===== config.mk =====
export PLATFORM = sky130hd
export DESIGN_NAME = audio_frame_tile_header_parser
export DESIGN_NICKNAME = d
export VERILOG_FILES = /design/src/rtl/afthp_pkg.sv /design/src/rtl/audio_frame_tile_header_parser.sv /design/src/rtl/afthp_front.sv /design/src/rtl/afthp_queue.sv /design/src/rtl/afthp_back.sv
export SDC_FILE = /design/constraint.sdc
export NUM_CORES = 1
export LEC_CHECK = 0
export BUFFER_PORTS_ARGS = -buffer_cell sky130_fd_sc_hd__buf_2
export CORE_MARGIN = 3
export CORE_UTILIZATION = 45
export DETAILED_ROUTE_END_ITERATION = 7
export PLACE_DENSITY = 0.7
export SKIP_LAST_GASP = 1
export SLEW_MARGIN = 10
export SYNTH_ARGS = -nofsm -noshare
export SYNTH_HDL_FRONTEND = slang
export SYNTH_HIERARCHICAL = 1
export SYNTH_SLANG_ARGS = --single-unit

===== constraint.sdc =====
create_clock -name aclk -period 14.4 [get_ports aclk]
set_input_delay 1.44 -clock aclk [delete_from_list [all_inputs] [get_ports aclk]]
set_output_delay 1.44 -clock aclk [all_outputs]
set_load 0.01 [all_outputs]

===== src/rtl/afthp_pkg.sv =====
// Shared types and constants of the audio frame tile header parser.
package afthp_pkg;

    localparam int MASK_W         = 6;
    localparam int SAMP_W         = 15;
    localparam int LEN_W          = 16;
    localparam int GATH_W         = 8;
    localparam int PEND_W         = 4;
    localparam int CNT_RES_W      = 4;
    localparam int RESULT_CAP     = 8;
    localparam int LF_MIN         = 7;
    localparam int LF_MAX         = 14;
    localparam int LM_LIMIT       = 5;
    localparam int ZERO_FLAG_LM   = 4;
    localparam int ZERO_SUFFIX    = 3;
    localparam int SHIFT_LIMIT    = 31;
    localparam int QUEUE_DEPTH    = 2;
    localparam int CFG_DATA_W     = 4;
    localparam int CFG_IDX_W      = 2;

    localparam logic [CFG_IDX_W-1:0] CFG_LOG2_FRAME    = 2'd0;
    localparam logic [CFG_IDX_W-1:0] CFG_LOG2_MAX_SUB  = 2'd1;
    localparam logic [CFG_IDX_W-1:0] CFG_LOSSLESS      = 2'd2;
    localparam logic [CFG_IDX_W-1:0] CFG_CHANNEL_COUNT = 2'd3;

    localparam logic CMD_START = 1'b0;
    localparam logic CMD_BIT   = 1'b1;

    typedef struct packed {
        logic [3:0] log2_frame_samples;
        logic [2:0] log2_max_subframes;
        logic       lossless_mode;
        logic [2:0] channel_count;
    } cfg_t;

    typedef struct packed {
        logic is_bit;
        logic bit_val;
    } cmd_t;

    typedef struct packed {
        logic [MASK_W-1:0] channel_mask;
        logic [SAMP_W-1:0] subframe_samples;
        logic              status;
        logic              frame_done;
        logic              last;
    } result_t;

endpackage


===== src/rtl/audio_frame_tile_header_parser.sv =====
// Top level of the audio frame tile header parser: configuration registers and the three parts.
//
//  Channel   Ports                                        Accepted when
//  input     s_valid s_ready s_command s_stream_bit       s_valid && s_ready
//  result    m_valid m_ready m_channel_mask m_subframe_samples m_status m_frame_done m_last
//                                                         m_valid && m_ready
//  config    cfg_valid cfg_ready cfg_index cfg_data       cfg_valid && cfg_ready
//
//  A start item goes straight to the end state of the back part, or first emits its
//  single-subframe result; a bit that only extends a code passes through the loop state. Each parse
//  iteration runs the minimum search, channel mask, product and split check, and one that adds
//  a subframe then checks its length and updates the channel lanes one after another.
//  The front register and a two-entry queue take further items while the back part works.
//  Reset is synchronous and active low and clears all control state; there is no clearing pass.
//  A stalled result channel holds the back part once one result waits in the output register
//  and another in the hold register.
module audio_frame_tile_header_parser #(
    parameter int MAX_CHANNEL_COUNT  = 6,
    parameter int MAX_SUBFRAME_COUNT = 32
) (
    input  logic                              aclk,
    input  logic                              aresetn,
    input  logic                              s_valid,
    output logic                              s_ready,
    input  logic                              s_command,
    input  logic                              s_stream_bit,
    output logic                              m_valid,
    input  logic                              m_ready,
    output logic [afthp_pkg::MASK_W-1:0]      m_channel_mask,
    output logic [afthp_pkg::SAMP_W-1:0]      m_subframe_samples,
    output logic                              m_status,
    output logic                              m_frame_done,
    output logic                              m_last,
    input  logic                              cfg_valid,
    output logic                              cfg_ready,
    input  logic [afthp_pkg::CFG_IDX_W-1:0]   cfg_index,
    input  logic [afthp_pkg::CFG_DATA_W-1:0]  cfg_data
);

    afthp_pkg::cfg_t    cfg_reg;
    logic               f_valid;
    logic               f_ready;
    afthp_pkg::cmd_t    f_data;
    logic               b_valid;
    logic               b_ready;
    afthp_pkg::cmd_t    b_data;
    afthp_pkg::result_t result;

    assign cfg_ready = 1'b1;

    always_ff @(posedge aclk) begin
        if (!aresetn) begin
            cfg_reg.log2_frame_samples <= 4'd11;
            cfg_reg.log2_max_subframes <= 3'd0;
            cfg_reg.lossless_mode      <= 1'b0;
            cfg_reg.channel_count      <= 3'd2;
        end else if (cfg_valid && cfg_ready) begin
            unique case (cfg_index)
                afthp_pkg::CFG_LOG2_FRAME:    cfg_reg.log2_frame_samples <= cfg_data[3:0];
                afthp_pkg::CFG_LOG2_MAX_SUB:  cfg_reg.log2_max_subframes <= cfg_data[2:0];
                afthp_pkg::CFG_LOSSLESS:      cfg_reg.lossless_mode      <= cfg_data[0];
                afthp_pkg::CFG_CHANNEL_COUNT: cfg_reg.channel_count      <= cfg_data[2:0];
                default: begin
                end
            endcase
        end
    end

    afthp_front u_front (
        .aclk         (aclk),
        .aresetn      (aresetn),
        .s_valid      (s_valid),
        .s_ready      (s_ready),
        .s_command    (s_command),
        .s_stream_bit (s_stream_bit),
        .f_valid      (f_valid),
        .f_ready      (f_ready),
        .f_data       (f_data)
    );

    afthp_queue u_queue (
        .aclk      (aclk),
        .aresetn   (aresetn),
        .in_valid  (f_valid),
        .in_ready  (f_ready),
        .in_data   (f_data),
        .out_valid (b_valid),
        .out_ready (b_ready),
        .out_data  (b_data)
    );

    afthp_back #(
        .MAX_CHANNEL_COUNT  (MAX_CHANNEL_COUNT),
        .MAX_SUBFRAME_COUNT (MAX_SUBFRAME_COUNT)
    ) u_back (
        .aclk     (aclk),
        .aresetn  (aresetn),
        .cfg      (cfg_reg),
        .q_valid  (b_valid),
        .q_ready  (b_ready),
        .q_data   (b_data),
        .m_valid  (m_valid),
        .m_ready  (m_ready),
        .m_result (result)
    );

    assign m_channel_mask     = result.channel_mask;
    assign m_subframe_samples = result.subframe_samples;
    assign m_status           = result.status;
    assign m_frame_done       = result.frame_done;
    assign m_last             = result.last;

endmodule


===== src/rtl/afthp_front.sv =====
// Input stage: accepts items and classifies them into start and bit commands.
module afthp_front (
    input  logic             aclk,
    input  logic             aresetn,
    input  logic             s_valid,
    output logic             s_ready,
    input  logic             s_command,
    input  logic             s_stream_bit,
    output logic             f_valid,
    input  logic             f_ready,
    output afthp_pkg::cmd_t  f_data
);

    logic            valid_reg;
    afthp_pkg::cmd_t data_reg;

    assign s_ready = !valid_reg || f_ready;
    assign f_valid = valid_reg;
    assign f_data  = data_reg;

    always_ff @(posedge aclk) begin
        if (!aresetn) begin
            valid_reg <= 1'b0;
        end else if (s_ready) begin
            valid_reg <= s_valid;
        end
    end

    always_ff @(posedge aclk) begin
        if (s_ready && s_valid) begin
            data_reg.is_bit  <= (s_command == afthp_pkg::CMD_BIT);
            data_reg.bit_val <= s_stream_bit;
        end
    end

endmodule


===== src/rtl/afthp_queue.sv =====
// Short command queue between the front and back parts.
module afthp_queue (
    input  logic             aclk,
    input  logic             aresetn,
    input  logic             in_valid,
    output logic             in_ready,
    input  afthp_pkg::cmd_t  in_data,
    output logic             out_valid,
    input  logic             out_ready,
    output afthp_pkg::cmd_t  out_data
);

    localparam int PTR_W = (afthp_pkg::QUEUE_DEPTH > 1) ? $clog2(afthp_pkg::QUEUE_DEPTH) : 1;
    localparam int FILL_W = $clog2(afthp_pkg::QUEUE_DEPTH + 1);

    afthp_pkg::cmd_t    entry_reg [afthp_pkg::QUEUE_DEPTH];
    logic [PTR_W-1:0]   wr_ptr_reg;
    logic [PTR_W-1:0]   rd_ptr_reg;
    logic [FILL_W-1:0]  fill_reg;
    logic               push;
    logic               pop;

    assign in_ready  = (fill_reg != FILL_W'(afthp_pkg::QUEUE_DEPTH));
    assign out_valid = (fill_reg != '0);
    assign out_data  = entry_reg[rd_ptr_reg];
    assign push      = in_valid && in_ready;
    assign pop       = out_valid && out_ready;

    always_ff @(posedge aclk) begin
        if (!aresetn) begin
            wr_ptr_reg <= '0;
            rd_ptr_reg <= '0;
            fill_reg   <= '0;
        end else begin
            if (push) begin
                wr_ptr_reg <= (wr_ptr_reg == PTR_W'(afthp_pkg::QUEUE_DEPTH - 1)) ?
                              '0 : wr_ptr_reg + 1'b1;
            end
            if (pop) begin
                rd_ptr_reg <= (rd_ptr_reg == PTR_W'(afthp_pkg::QUEUE_DEPTH - 1)) ?
                              '0 : rd_ptr_reg + 1'b1;
            end
            if (push && !pop) begin
                fill_reg <= fill_reg + 1'b1;
            end else if (pop && !push) begin
                fill_reg <= fill_reg - 1'b1;
            end
        end
    end

    always_ff @(posedge aclk) begin
        if (push) begin
            entry_reg[wr_ptr_reg] <= in_data;
        end
    end

endmodule


===== src/rtl/afthp_back.sv =====
// Tiling sequencer: runs the parse iterations, keeps the channel state and drives results.
module afthp_back #(
    parameter int MAX_CHANNEL_COUNT  = 6,
    parameter int MAX_SUBFRAME_COUNT = 32
) (
    input  logic                aclk,
    input  logic                aresetn,
    input  afthp_pkg::cfg_t     cfg,
    input  logic                q_valid,
    output logic                q_ready,
    input  afthp_pkg::cmd_t     q_data,
    output logic                m_valid,
    input  logic                m_ready,
    output afthp_pkg::result_t  m_result
);

    localparam int NCH    = MAX_CHANNEL_COUNT;
    localparam int IW     = (NCH > 1) ? $clog2(NCH) : 1;
    localparam int LW     = $clog2(NCH + 1);
    localparam int CNTW   = $clog2(MAX_SUBFRAME_COUNT + 1);
    localparam int LM_CAP = $clog2(MAX_SUBFRAME_COUNT + 1) - 1;
    localparam int MW     = $clog2(NCH * (1 << afthp_pkg::LF_MAX) + 1);
    localparam int LEN_W  = afthp_pkg::LEN_W;
    localparam int LR_W   = LEN_W + afthp_pkg::GATH_W + 1;
    localparam int PW     = LEN_W + LW;
    localparam int EW     = ((PW > MW) ? PW : MW) + 1;
    localparam int GW     = afthp_pkg::GATH_W;
    localparam int PDW    = afthp_pkg::PEND_W;
    localparam int SAMP_W_L = afthp_pkg::SAMP_W;

    typedef enum logic [3:0] {
        B_POP, B_LOOP, B_MIN, B_MASK, B_PROD, B_ACT, B_CHK, B_LANE, B_EMIT, B_END
    } bstate_t;

    typedef enum logic [2:0] {
        PH_IDLE, PH_FLAG, PH_DECIDE, PH_TILE, PH_ZERO, PH_LEN
    } phase_t;

    typedef enum logic [1:0] {
        CTX_PLAN, CTX_TILES, CTX_ADD
    } ctx_t;

    bstate_t             state_reg;
    phase_t              phase_reg;
    ctx_t                ctx_reg;
    logic [LEN_W-1:0]    chan_len_reg [NCH];
    logic [CNTW-1:0]     sub_cnt_reg  [NCH];
    logic [MW-1:0]       missing_reg;
    logic                single_reg;
    logic [GW-1:0]       gath_reg;
    logic [PDW-1:0]      pend_reg;
    logic [NCH-1:0]      tsel_reg;
    logic                have_bit_reg;
    logic                bit_reg;
    logic [afthp_pkg::CNT_RES_W-1:0] res_cnt_reg;
    logic [LEN_W-1:0]    min_reg;
    logic [NCH-1:0]      mask_reg;
    logic [LW-1:0]       k_reg;
    logic [PW-1:0]       prod_reg;
    logic [LR_W-1:0]     len_reg;
    logic [NCH-1:0]      addmask_reg;
    logic [NCH-1:0]      added_reg;
    logic [LW-1:0]       lane_reg;
    afthp_pkg::result_t  pend_res_reg;
    afthp_pkg::result_t  hold_reg;
    logic                hold_valid_reg;
    afthp_pkg::result_t  out_reg;
    logic                out_valid_reg;

    // Register values brought into their legal ranges.
    logic [3:0]          lf;
    logic [2:0]          lm;
    logic [LW-1:0]       chn;
    logic [LEN_W-1:0]    frame_w;
    logic [LEN_W-1:0]    s_v;

    always_comb begin
        if (cfg.log2_frame_samples < 4'(afthp_pkg::LF_MIN)) begin
            lf = 4'(afthp_pkg::LF_MIN);
        end else if (cfg.log2_frame_samples > 4'(afthp_pkg::LF_MAX)) begin
            lf = 4'(afthp_pkg::LF_MAX);
        end else begin
            lf = cfg.log2_frame_samples;
        end
        lm = (cfg.log2_max_subframes > 3'(afthp_pkg::LM_LIMIT)) ?
             3'(afthp_pkg::LM_LIMIT) : cfg.log2_max_subframes;
        if (lm > 3'(LM_CAP)) begin
            lm = 3'(LM_CAP);
        end
        if (cfg.channel_count == 3'd0) begin
            chn = LW'(1);
        end else if (int'(cfg.channel_count) > NCH) begin
            chn = LW'(NCH);
        end else begin
            chn = LW'(cfg.channel_count);
        end
        frame_w = LEN_W'(1) << lf;
        s_v     = frame_w >> lm;
    end

    // Minimum channel length, then the channels that sit at it.
    logic [LEN_W-1:0] min_v;
    logic [NCH-1:0]   eqmask;
    logic [LW-1:0]    kcnt;

    always_comb begin
        min_v = frame_w;
        for (int c = 0; c < NCH; c++) begin
            if (c < int'(chn) && chan_len_reg[c] < min_v) begin
                min_v = chan_len_reg[c];
            end
        end
    end

    always_comb begin
        eqmask = '0;
        kcnt   = '0;
        for (int c = 0; c < NCH; c++) begin
            if (c < int'(chn) && chan_len_reg[c] == min_reg) begin
                eqmask[c] = 1'b1;
                kcnt      = kcnt + 1'b1;
            end
        end
    end

    logic [LW-1:0] keff;
    logic          even;

    // The split is even when the nominal subframe length S equals the missing samples divided by k,
    // rounded down, that is when S*k <= missing < S*k + k.
    always_comb begin
        keff = single_reg ? chn : k_reg;
        if (keff == '0) begin
            keff = LW'(1);
        end
        even = (EW'(prod_reg) <= EW'(missing_reg)) &&
               (EW'(missing_reg) < EW'(prod_reg) + EW'(keff));
    end

    // The first gathered flag bit belongs to the lowest selected channel.
    logic [NCH-1:0] sel_v;
    logic [LW-1:0]  j_v;
    logic [GW-1:0]  shifted;

    always_comb begin
        sel_v   = '0;
        j_v     = '0;
        shifted = '0;
        for (int c = 0; c < NCH; c++) begin
            if (mask_reg[c]) begin
                j_v     = j_v + 1'b1;
                shifted = gath_reg >> (k_reg - j_v);
                if (shifted[0]) begin
                    sel_v[c] = 1'b1;
                end
            end
        end
    end

    logic [NCH-1:0] tail_sel;
    assign tail_sel = (ctx_reg == CTX_TILES) ? sel_v : mask_reg;

    // Bit consumption and the coded length.
    logic [GW-1:0]   g_new;
    logic [PDW-1:0]  p_dec;
    logic [GW:0]     vv;
    logic [LR_W-1:0] len_calc;

    always_comb begin
        g_new = {gath_reg[GW-2:0], bit_reg};
        p_dec = (pend_reg != '0) ? pend_reg - 1'b1 : '0;
        vv    = {1'b0, g_new};
        if (cfg.lossless_mode) begin
            len_calc = LR_W'(s_v) * LR_W'(vv + 1'b1);
        end else begin
            if (lm == 3'(afthp_pkg::ZERO_FLAG_LM)) begin
                vv = vv + 1'b1;
            end
            len_calc = (vv < (GW+1)'(afthp_pkg::SHIFT_LIMIT)) ? LR_W'(frame_w >> vv) : '0;
        end
    end

    // Per-channel update of the subframe being added.
    logic [IW-1:0]       li;
    logic [SAMP_W_L-1:0] len15;
    logic [LEN_W:0]      sum_v;

    assign li    = lane_reg[IW-1:0];
    assign len15 = len_reg[SAMP_W_L-1:0];
    assign sum_v = {1'b0, chan_len_reg[li]} + (LEN_W+1)'(len15);

    logic [NCH-1:0] all_mask;
    always_comb begin
        all_mask = '0;
        for (int c = 0; c < NCH; c++) begin
            if (c < int'(chn)) begin
                all_mask[c] = 1'b1;
            end
        end
    end

    localparam afthp_pkg::result_t FAIL_RES = '{
        channel_mask: '0, subframe_samples: '0, status: 1'b1, frame_done: 1'b0, last: 1'b0
    };

    // The output register is loaded from the hold register in this cycle.
    logic out_load;
    assign out_load = hold_valid_reg && (!out_valid_reg || m_ready) &&
                      ((state_reg == B_EMIT) || (state_reg == B_END));

    assign q_ready  = (state_reg == B_POP);
    assign m_valid  = out_valid_reg;
    assign m_result = out_reg;

    always_ff @(posedge aclk) begin
        if (!aresetn) begin
            state_reg      <= B_POP;
            phase_reg      <= PH_IDLE;
            ctx_reg        <= CTX_PLAN;
            missing_reg    <= '0;
            single_reg     <= 1'b0;
            gath_reg       <= '0;
            pend_reg       <= '0;
            tsel_reg       <= '0;
            have_bit_reg   <= 1'b0;
            res_cnt_reg    <= '0;
            hold_valid_reg <= 1'b0;
            out_valid_reg  <= 1'b0;
            for (int c = 0; c < NCH; c++) begin
                chan_len_reg[c] <= '0;
                sub_cnt_reg[c]  <= '0;
            end
        end else begin
            if (out_valid_reg && m_ready && !out_load) begin
                out_valid_reg <= 1'b0;
            end
            unique case (state_reg)
                B_POP: begin
                    if (q_valid) begin
                        res_cnt_reg <= '0;
                        bit_reg     <= q_data.bit_val;
                        if (!q_data.is_bit) begin
                            gath_reg     <= '0;
                            pend_reg     <= '0;
                            tsel_reg     <= '0;
                            single_reg   <= 1'b0;
                            have_bit_reg <= 1'b0;
                            missing_reg  <= MW'(chn) << lf;
                            for (int c = 0; c < NCH; c++) begin
                                chan_len_reg[c] <= '0;
                                sub_cnt_reg[c]  <= '0;
                            end
                            if (lm == 3'd0) begin
                                // A single subframe per channel needs no header bits.
                                for (int c = 0; c < NCH; c++) begin
                                    if (c < int'(chn)) begin
                                        chan_len_reg[c] <= frame_w;
                                        sub_cnt_reg[c]  <= CNTW'(1);
                                    end
                                end
                                missing_reg  <= '0;
                                phase_reg    <= PH_IDLE;
                                pend_res_reg <= '{
                                    channel_mask: afthp_pkg::MASK_W'(all_mask),
                                    subframe_samples: frame_w[SAMP_W_L-1:0],
                                    status: 1'b0, frame_done: 1'b1, last: 1'b0
                                };
                                state_reg    <= B_EMIT;
                            end else begin
                                phase_reg <= PH_FLAG;
                                state_reg <= B_END;
                            end
                        end else begin
                            have_bit_reg <= 1'b1;
                            state_reg    <= B_LOOP;
                        end
                    end
                end
                B_LOOP: begin
                    if (res_cnt_reg == afthp_pkg::CNT_RES_W'(afthp_pkg::RESULT_CAP)) begin
                        state_reg <= B_END;
                    end else if (phase_reg == PH_DECIDE) begin
                        ctx_reg   <= CTX_PLAN;
                        state_reg <= B_MIN;
                    end else if (!have_bit_reg || phase_reg == PH_IDLE) begin
                        state_reg <= B_END;
                    end else begin
                        have_bit_reg <= 1'b0;
                        unique case (phase_reg)
                            PH_FLAG: begin
                                single_reg <= bit_reg;
                                phase_reg  <= PH_DECIDE;
                            end
                            PH_TILE: begin
                                gath_reg <= g_new;
                                pend_reg <= p_dec;
                                if (p_dec == '0) begin
                                    ctx_reg   <= CTX_TILES;
                                    state_reg <= B_MIN;
                                end
                            end
                            PH_ZERO: begin
                                if (!bit_reg) begin
                                    len_reg   <= LR_W'(frame_w);
                                    ctx_reg   <= CTX_ADD;
                                    state_reg <= B_MIN;
                                end else begin
                                    gath_reg  <= '0;
                                    pend_reg  <= PDW'(afthp_pkg::ZERO_SUFFIX);
                                    phase_reg <= PH_LEN;
                                end
                            end
                            PH_LEN: begin
                                gath_reg <= g_new;
                                pend_reg <= p_dec;
                                if (p_dec == '0) begin
                                    len_reg   <= len_calc;
                                    ctx_reg   <= CTX_ADD;
                                    state_reg <= B_MIN;
                                end
                            end
                            default: begin
                            end
                        endcase
                    end
                end
                B_MIN: begin
                    min_reg   <= min_v;
                    state_reg <= B_MASK;
                end
                B_MASK: begin
                    mask_reg  <= eqmask;
                    k_reg     <= kcnt;
                    state_reg <= B_PROD;
                end
                B_PROD: begin
                    prod_reg  <= PW'(s_v) * PW'(keff);
                    state_reg <= B_ACT;
                end
                B_ACT: begin
                    priority if (ctx_reg == CTX_ADD) begin
                        addmask_reg <= mask_reg & tsel_reg;
                        state_reg   <= B_CHK;
                    end else if (ctx_reg == CTX_PLAN && !single_reg &&
                                 k_reg > LW'(1) && !even) begin
                        gath_reg  <= '0;
                        pend_reg  <= PDW'(k_reg);
                        phase_reg <= PH_TILE;
                        state_reg <= B_LOOP;
                    end else begin
                        tsel_reg <= tail_sel;
                        if (even) begin
                            len_reg     <= LR_W'(s_v);
                            addmask_reg <= mask_reg & tail_sel;
                            state_reg   <= B_CHK;
                        end else begin
                            gath_reg  <= '0;
                            state_reg <= B_LOOP;
                            if (cfg.lossless_mode) begin
                                pend_reg  <= PDW'(lm);
                                phase_reg <= PH_LEN;
                            end else if (lm == 3'(afthp_pkg::ZERO_FLAG_LM)) begin
                                phase_reg <= PH_ZERO;
                            end else begin
                                pend_reg  <= PDW'(lm) + 1'b1;
                                phase_reg <= PH_LEN;
                            end
                        end
                    end
                end
                B_CHK: begin
                    if (len_reg < LR_W'(s_v) || len_reg > LR_W'(frame_w)) begin
                        pend_res_reg <= FAIL_RES;
                        phase_reg    <= PH_IDLE;
                        state_reg    <= B_EMIT;
                    end else begin
                        lane_reg  <= '0;
                        added_reg <= '0;
                        state_reg <= B_LANE;
                    end
                end
                B_LANE: begin
                    if (lane_reg >= chn) begin
                        pend_res_reg <= '{
                            channel_mask: afthp_pkg::MASK_W'(added_reg),
                            subframe_samples: len15,
                            status: 1'b0, frame_done: (missing_reg == '0), last: 1'b0
                        };
                        phase_reg <= (missing_reg == '0) ? PH_IDLE : PH_DECIDE;
                        state_reg <= B_EMIT;
                    end else if (!addmask_reg[li]) begin
                        lane_reg <= lane_reg + 1'b1;
                    end else if (sub_cnt_reg[li] >= CNTW'(MAX_SUBFRAME_COUNT)) begin
                        pend_res_reg <= FAIL_RES;
                        phase_reg    <= PH_IDLE;
                        state_reg    <= B_EMIT;
                    end else begin
                        chan_len_reg[li] <= sum_v[LEN_W-1:0];
                        sub_cnt_reg[li]  <= sub_cnt_reg[li] + 1'b1;
                        added_reg[li]    <= 1'b1;
                        lane_reg         <= lane_reg + 1'b1;
                        if (MW'(len15) > missing_reg) begin
                            missing_reg  <= '0;
                            pend_res_reg <= FAIL_RES;
                            phase_reg    <= PH_IDLE;
                            state_reg    <= B_EMIT;
                        end else begin
                            missing_reg <= missing_reg - MW'(len15);
                            if (sum_v > (LEN_W+1)'(frame_w)) begin
                                pend_res_reg <= FAIL_RES;
                                phase_reg    <= PH_IDLE;
                                state_reg    <= B_EMIT;
                            end
                        end
                    end
                end
                B_EMIT: begin
                    // A result is held back until the next one shows whether it is the last.
                    if (!hold_valid_reg) begin
                        hold_reg       <= pend_res_reg;
                        hold_valid_reg <= 1'b1;
                        res_cnt_reg    <= res_cnt_reg + 1'b1;
                        state_reg      <= B_LOOP;
                    end else if (!out_valid_reg || m_ready) begin
                        out_reg        <= hold_reg;
                        out_valid_reg  <= 1'b1;
                        hold_reg       <= pend_res_reg;
                        res_cnt_reg    <= res_cnt_reg + 1'b1;
                        state_reg      <= B_LOOP;
                    end
                end
                B_END: begin
                    if (!hold_valid_reg) begin
                        state_reg <= B_POP;
                    end else if (!out_valid_reg || m_ready) begin
                        out_reg        <= '{
                            channel_mask: hold_reg.channel_mask,
                            subframe_samples: hold_reg.subframe_samples,
                            status: hold_reg.status, frame_done: hold_reg.frame_done,
                            last: 1'b1
                        };
                        out_valid_reg  <= 1'b1;
                        hold_valid_reg <= 1'b0;
                        state_reg      <= B_POP;
                    end
                end
                default: begin
                    state_reg <= B_POP;
                end
            endcase
        end
    end

endmodule

## Word level (Yosys, flattened, before mapping)

Memories as Yosys holds them, arrays and structs flattened. A register that Yosys moved wholly into a read port is not among the register bits.
Index checks and enable logic that the tools add are counted.

| operators by class | value |
|---|---|
| equality and inequality tests | 69 |
| multiplexer cells | 298 |
| shift operators | 10 |
| bitwise logic cells | 28 |
| magnitude comparators | 29 |
| reduce and logical (&&, ||, !) cells | 92 |
| add/subtract/negate cells | 30 |
| div/mod/pow operators | 0 |
| multiply operators | 2 |

Operators with widths:

| cell | number |
|---|---|
| two-way mux 24 bit | 15 |
| two-way mux 16 bit | 19 |
| two-way mux 25 bit | 10 |
| two-way mux 6 bit | 25 |
| two-way mux 4 bit | 36 |
| two-way mux 3 bit | 40 |
| two-way mux 17 bit | 7 |
| two-way mux 1 bit | 104 |
| one-hot mux 25 bit (2 select lines) | 2 |
| == test 16 bit | 6 |
| less-than comparator 16 bit | 6 |
| two-way mux 8 bit | 9 |
| one-hot mux 24 bit (3 select lines) | 1 |
| one-hot mux 24 bit (2 select lines) | 1 |
| >> shifter 8 x 3 -> 1 bit | 6 |
| one-hot mux 4 bit (10 select lines) | 1 |
| one-hot mux 17 bit (2 select lines) | 1 |
| adder 3 x 1 -> 3 bit, second input constant | 9 |
| logical AND 1 bit | 26 |
| > comparator 25 x 16 -> 1 bit | 1 |
| less-than comparator 25 x 16 -> 1 bit | 1 |
| multiplier 16 x 25 -> 25 bit | 1 |
| >> shifter 16 x 9 -> 25 bit | 1 |
| inequality test 2 bit, second input constant | 12 |
| other kinds (92) | 218 |

| word-level totals | value |
|---|---|
| input bits | 13 |
| output and inout port bits | 27 |
| bits in latches | 0 |
| word-level logic and storage cells | 607 |
| memories kept | 3 |
| bits in registers | 227 |
| memory bits (writable) | 136 |
| ROM bits | 0 |

Memory list:

| name | depth | width | read ports | clocked after memory_dff | write ports | line | text |
|---|---|---|---|---|---|---|---|
| u_back.chan_len_reg | 6 | 16 | 7 | 1 | 6 | afthp_back.sv:46 | `logic [LEN_W-1:0] chan_len_reg [NCH];` |
| u_back.sub_cnt_reg | 6 | 6 | 1 | 1 | 6 | afthp_back.sv:47 | `logic [CNTW-1:0] sub_cnt_reg [NCH];` |
| u_queue.entry_reg | 2 | 2 | 1 | 1 | 1 | afthp_queue.sv:16 | `afthp_pkg::cmd_t entry_reg [afthp_pkg::QUEUE_DEPTH];` |

## Logic depth before layout (Yosys ltp)

| logic depth | value |
|---|---|
| word-level depth | 22 |
| depth in mapped cells | 77 |
| depth with buffers taken out | 68 |

## Cells and area by module

The synthesis kept the hierarchy.

Modules (own cells, without submodules):

| module | area each (um^2) | seq. area each (um^2) | times used | cells each |
|---|---|---|---|---|
| afthp_back | 31510.2 | 11040.6 | 1 | 3219 |
| audio_frame_tile_header_parser | 466.7 | 220.2 | 1 | 46 |
| afthp_queue | 377.9 | 220.2 | 1 | 30 |
| afthp_front | 117.6 | 80.1 | 1 | 7 |

## Worst setup path before layout

OpenSTA, ideal clock, no wires.

| path | value |
|---|---|
| path type | reg2reg |
| from | register cfg_reg[10] in the netlist's numbering |
| to | register u_back.min_reg[0], data pin |
| setup time | 0.262 ns |
| path slack | 0.180 ns |
| buffers on the path | 8 |
| data arrival time | 13.958 ns |
| data required time | 14.138 ns |
| clock period less this slack | 14.220 ns |
| stages on the path, launching flop included | 74 |
| cells stage by stage | dfxtp_1 > clkbuf_1 > inv_1 > nor2_1 > nand2_1 > or2_2 > clkbuf_1 > ha_1 > nand4_1 > a211o_1 > o211ai_2 > a21oi_1 > clkbuf_1 > clkbuf_1 > nand2_1 > ha_1 > a211o_1 > a21oi_1 > (+38 left out) > a2111oi_0 > nand3_1 > o32ai_1 > nor3_4 > buf_8 > mux2i_2 > ha_1 > a21o_1 > a21oi_1 > nor2b_1 > o21ai_0 > nand2b_1 > a21oi_1 > nor2b_1 > o21ai_0 > nand3_1 > a21oi_4 > mux2_1 |

| between the ends | value |
|---|---|
| longest elaborated chain between the ends | 22 |
| elaborated cells between the ends (all ways) | 23 |
| those cells by class | order compare (8); shift (1); mux (8); reduce/logical (6) |

RTL lines:

| element | line | text |
|---|---|---|
| from (decl) | audio_frame_tile_header_parser.sv:40 | `afthp_pkg::cfg_t cfg_reg;` |
| > comparator 4 bit | afthp_back.sv:80 | `end else if (cfg.log2_frame_samples > 4'(afthp_pkg::LF_MAX)) begin` |
| two-way mux 4 bit | afthp_back.sv:80 |  |
| two-way mux 4 bit * | afthp_back.sv:78 | `if (cfg.log2_frame_samples < 4'(afthp_pkg::LF_MIN)) begin` |
| left shift 1 x 4 -> 16 bit * | afthp_back.sv:97 | `frame_w = LEN_W'(1) << lf;` |
| less-than comparator 16 bit | afthp_back.sv:109 | `if (c < int'(chn) && chan_len_reg[c] < min_v) begin` |
| logical AND 1 bit | afthp_back.sv:109 |  |
| two-way mux 16 bit * | afthp_back.sv:109 |  |
| less-than comparator 16 bit | afthp_back.sv:109 |  |
| (+7 left out) | n/a |  |
| two-way mux 16 bit * | afthp_back.sv:109 |  |
| less-than comparator 16 bit | afthp_back.sv:109 |  |
| logical AND 1 bit | afthp_back.sv:109 |  |
| two-way mux 16 bit * | afthp_back.sv:109 |  |
| less-than comparator 16 bit | afthp_back.sv:109 |  |
| logical AND 1 bit | afthp_back.sv:109 |  |
| two-way mux 16 bit * | afthp_back.sv:109 |  |
| net u_back.min_v[0] | afthp_back.sv:102 | `logic [LEN_W-1:0] min_v;` |
| to (signal assigned) | afthp_back.sv:328 | `min_reg <= min_v;` |
| to (decl) | afthp_back.sv:56 | `logic [LEN_W-1:0] min_reg;` |

Mark *: on every way through the listed nets, which the timed path passes. The rest lies on a longest branch.
A chain may end at the register's enable or synchronous reset.

## Worst setup path in the final report

| path | value |
|---|---|
| from | register cfg_reg[8] in the netlist's numbering |
| to | register u_back.min_reg[9], data pin |

Same word-level chain as after synthesis.

==> impl_metrics.env <==
export IMPL_tns_ns=0
export IMPL_place_ws_ns=0.158
export IMPL_core_mm2=0.0708
export IMPL_cp_arrival_ns=13.95
export IMPL_worst_slew_pin_transition_ns=1.30
export IMPL_crit_start="cfg_reg[8]$_SDFFE_PN1P_"
export IMPL_required_ns=14.81
export IMPL_ios=40
export IMPL_synth_ff_type="edfxtp_1"
export IMPL_critPathKind="flop to flop"
export IMPL_start_util=0.459
export IMPL_cp_slowest_stage_delay_ns=0.55
export IMPL_clk_latency_ns=0.60
export IMPL_cts_sinks=409
export IMPL_grt_pass1_wl_um=146000
export IMPL_drt_initial_drc_count=3042
export IMPL_crit_top_cell="a21o_1"
export IMPL_viasPerCell=5.90
export IMPL_grt_pass1_vias=24800
export IMPL_nFillCells=6355
export IMPL_grt_overflow_total=0
export IMPL_path_max_fanout=24
export IMPL_dr_pass1_iters=6
export IMPL_antenna_left=0
export IMPL_synth_simple_area_share=0.139
export IMPL_synth_sequential_area_ratio=0.356
export IMPL_clock_root_buffer="clkbuf_16"
export IMPL_num_vias=26000
export IMPL_synth_xor_area_share=0.0556
export IMPL_synthAdderAreaFrac=0.187
export IMPL_nets=3857
export IMPL_detail_route_wl_per_cell_um=21.9
export IMPL_p_leak_nw=15.2
export IMPL_cp_slowest_cell="dfxtp_1"
export IMPL_syn_area_per_cell_um2=9.83
export IMPL_status="complete, no violations"
export IMPL_slew_headroom=0.130
export IMPL_die_height_um=275
export IMPL_fin_area_mm2=0.0361
export IMPL_p_total_mw=4.57
export IMPL_drc=0
export IMPL_period_needed_ns=13.53
export IMPL_synthCells=3302
export IMPL_setup_ws_ns=0.865
export IMPL_ctsHtreeMaxLevel=2
export IMPL_antenna_found_initial=11
export IMPL_cts_tree="built"
export IMPL_stdcell_count=4416
export IMPL_syn_area_mm2=0.0325
export IMPL_async_flop_share=0
export IMPL_syn2layout_area_growth_pct=11.2
export IMPL_io_buffers=38
export IMPL_grt_max_degree=37
export IMPL_final_common_cell="inv_1"
export IMPL_fp_row_count=97
export IMPL_numCtsBuffers=47
export IMPL_timing_rr_start="cfg_reg[8]$_SDFFE_PN1P_"
export IMPL_path_clk_slew_ns=0.06
export IMPL_layout_drive_gt1_share=0.104
export IMPL_start_kind="flop"
export IMPL_mostFrequentLayoutCells="338 x inv_1, 337 x edfxtp_1, 322 x nand2_1, 288 x ha_1, 274 x nor2_1"
export IMPL_postPlaceCellArea_mm2=0.0342
export IMPL_synth_edff_count=337
export IMPL_yosys_register_bits=409
export IMPL_yosys_warnings=6
export IMPL_maxCapViolCount=0
export IMPL_largest_reg_flops=128
export IMPL_place_inst=4311
export IMPL_fin_crit_sh=0.940
export IMPL_vdd_ir_drop_max_v=0.000102
export IMPL_dpl_hpwl_um=72600
export IMPL_gp_congestion=0.970
export IMPL_max_freq_mhz=73.9
export IMPL_skew_ns=0.0249
export IMPL_critPathCaptureType="flop"
export IMPL_synth_compound_area_frac=0.125
export IMPL_synthMuxAreaShare=0.0797
export IMPL_synth_distinct_cells=99
export IMPL_wl_um=96600
export IMPL_design_die_area_mm2=0.0754
export IMPL_synth_top_family_by_area="adder cells"
export IMPL_finalSetupViolations=0
export IMPL_hp_start="u_back/pend_res_reg[15]$_DFFE_PP_"
export IMPL_die_x_um=275
export IMPL_drv_slew=0
export IMPL_clockBufferDepth=3
export IMPL_cts_hold_buf=0
export IMPL_grt_usage=0.253
export IMPL_hp_class="flop to flop"
export IMPL_p_per_area_mw_per_mm2=127
export IMPL_finalHoldViolations=0
==> worst max-delay path: cells and delay by family, from the launching register on <==
kind,cells,cell delay (ns)
adder cells (fa/ha/maj),6,1.63
AND/OR/NAND/NOR,16,2.62
flip-flops,1,0.55
multiplexers,4,1.14
AO/OA/AOI/OAI,29,5.99
buffers and inverters,10,1.44
==> synth_stat cells, types with 9 or more instances <==
cell type  instances  area [µm²]
a211oi_1          23         173
a21boi_0          11        82.6
a21o_1            48         360
a21oi_1          168         841
a31oi_1           16         100
and2_1            17         106
and3_1            16         100
buf_1              9        33.8
clkbuf_1         131         492
dfxtp_1           72        1440
edfxtp_1         337       10100
fa_1             122        2440
ha_1             288        3600
inv_1            338        1270
mux2_2            46         518
mux2i_1           66         661
mux2i_2           10         138
mux4_2            56        1260
nand2_1          323        1210
nand2b_1          39         244
nand3_1           76         380
nand4_1           46         288
nor2_1           274        1030
nor2b_1           28         175
nor3_1            53         265
nor4_1            34         213
o21a_1            39         293
o21ai_0          139         696
o21ai_1           10        50.1
o21bai_1          14         105
o22ai_1           64         400
or2_2             12        75.1
or3_1             13        81.3
xnor2_1           71         622
xor2_1           135        1180
==> layout make-up <==
type                       instances  area, µm²  share of cell area
timing repair buffer             126        888              0.0246
tap                              940       1180              0.0326
multi-input combinational       2509      19500               0.540
sequential                       409      11600               0.320
inverter                         341       1280              0.0355
antenna                            3       7.51            0.000208
clock inverter                    32        433              0.0120
clock buffer                      56       1270              0.0352
==> through the flow <==
step,utilization,hold WS (ns)
3_5_place_dp,0.484,0.405
4_1_cts,0.508,0.418
2_1_floorplan,-,0.400
6_report,0.510,0.417
3_3_place_gp,0.484,0.401
5_1_grt,0.510,0.426
==> cells by family (layout without fill, tap and decap cells) <==
| group | count (synthesis) | in the layout |
|---|---|---|
| other | 3 | 108 |
| AND/OR/NAND/NOR | 966 | 966 |
| buffers and inverters | 486 | 555 |
| XOR/XNOR | 206 | 206 |
| adder cells (fa/ha/maj) | 414 | 414 |
| AO/OA/AOI/OAI | 639 | 639 |
| multiplexers | 179 | 179 |
| flip-flops | 409 | 409 |
==> per-layer routing <==
metal	vias up	part of all wire	global-route usage
li1	11900	-	-
met1	12600	0.41	0.348
met2	1357	0.44	0.387
met3	217	0.12	0.0661
met4	8	0.038	0.0896
met5	-	0.00055	0
==> report_power, final <==
group	internal [mW]	switching (mW)
combinational	0.604	1.02
clock	0.783	0.524
sequential	1.47	0.162
total	2.86	1.71
==> worst paths after layout <==
| path | depth (start not counted) | end | slack (ns) |
|---|---|---|---|
| setup reg to reg | 65 | u_back/min_reg[9]$_DFFE_PP_ | 0.87 |
| setup / recovery | 65 | u_back/min_reg[9]$_DFFE_PP_ | 0.87 |
| hold / removal | 0 | u_back/hold_reg[15]$_DFFE_PP_ | 0.42 |
| hold reg to reg | 0 | u_back/hold_reg[15]$_DFFE_PP_ | 0.42 |
==> what timing repair did <==
action,CTS,global route
resized for setup,0,4
setup endpoints to repair,0,16
endpoints found under the hold margin,0,0
setup buffers,0,14
Note: power is estimated with default switching activity, not from simulation.
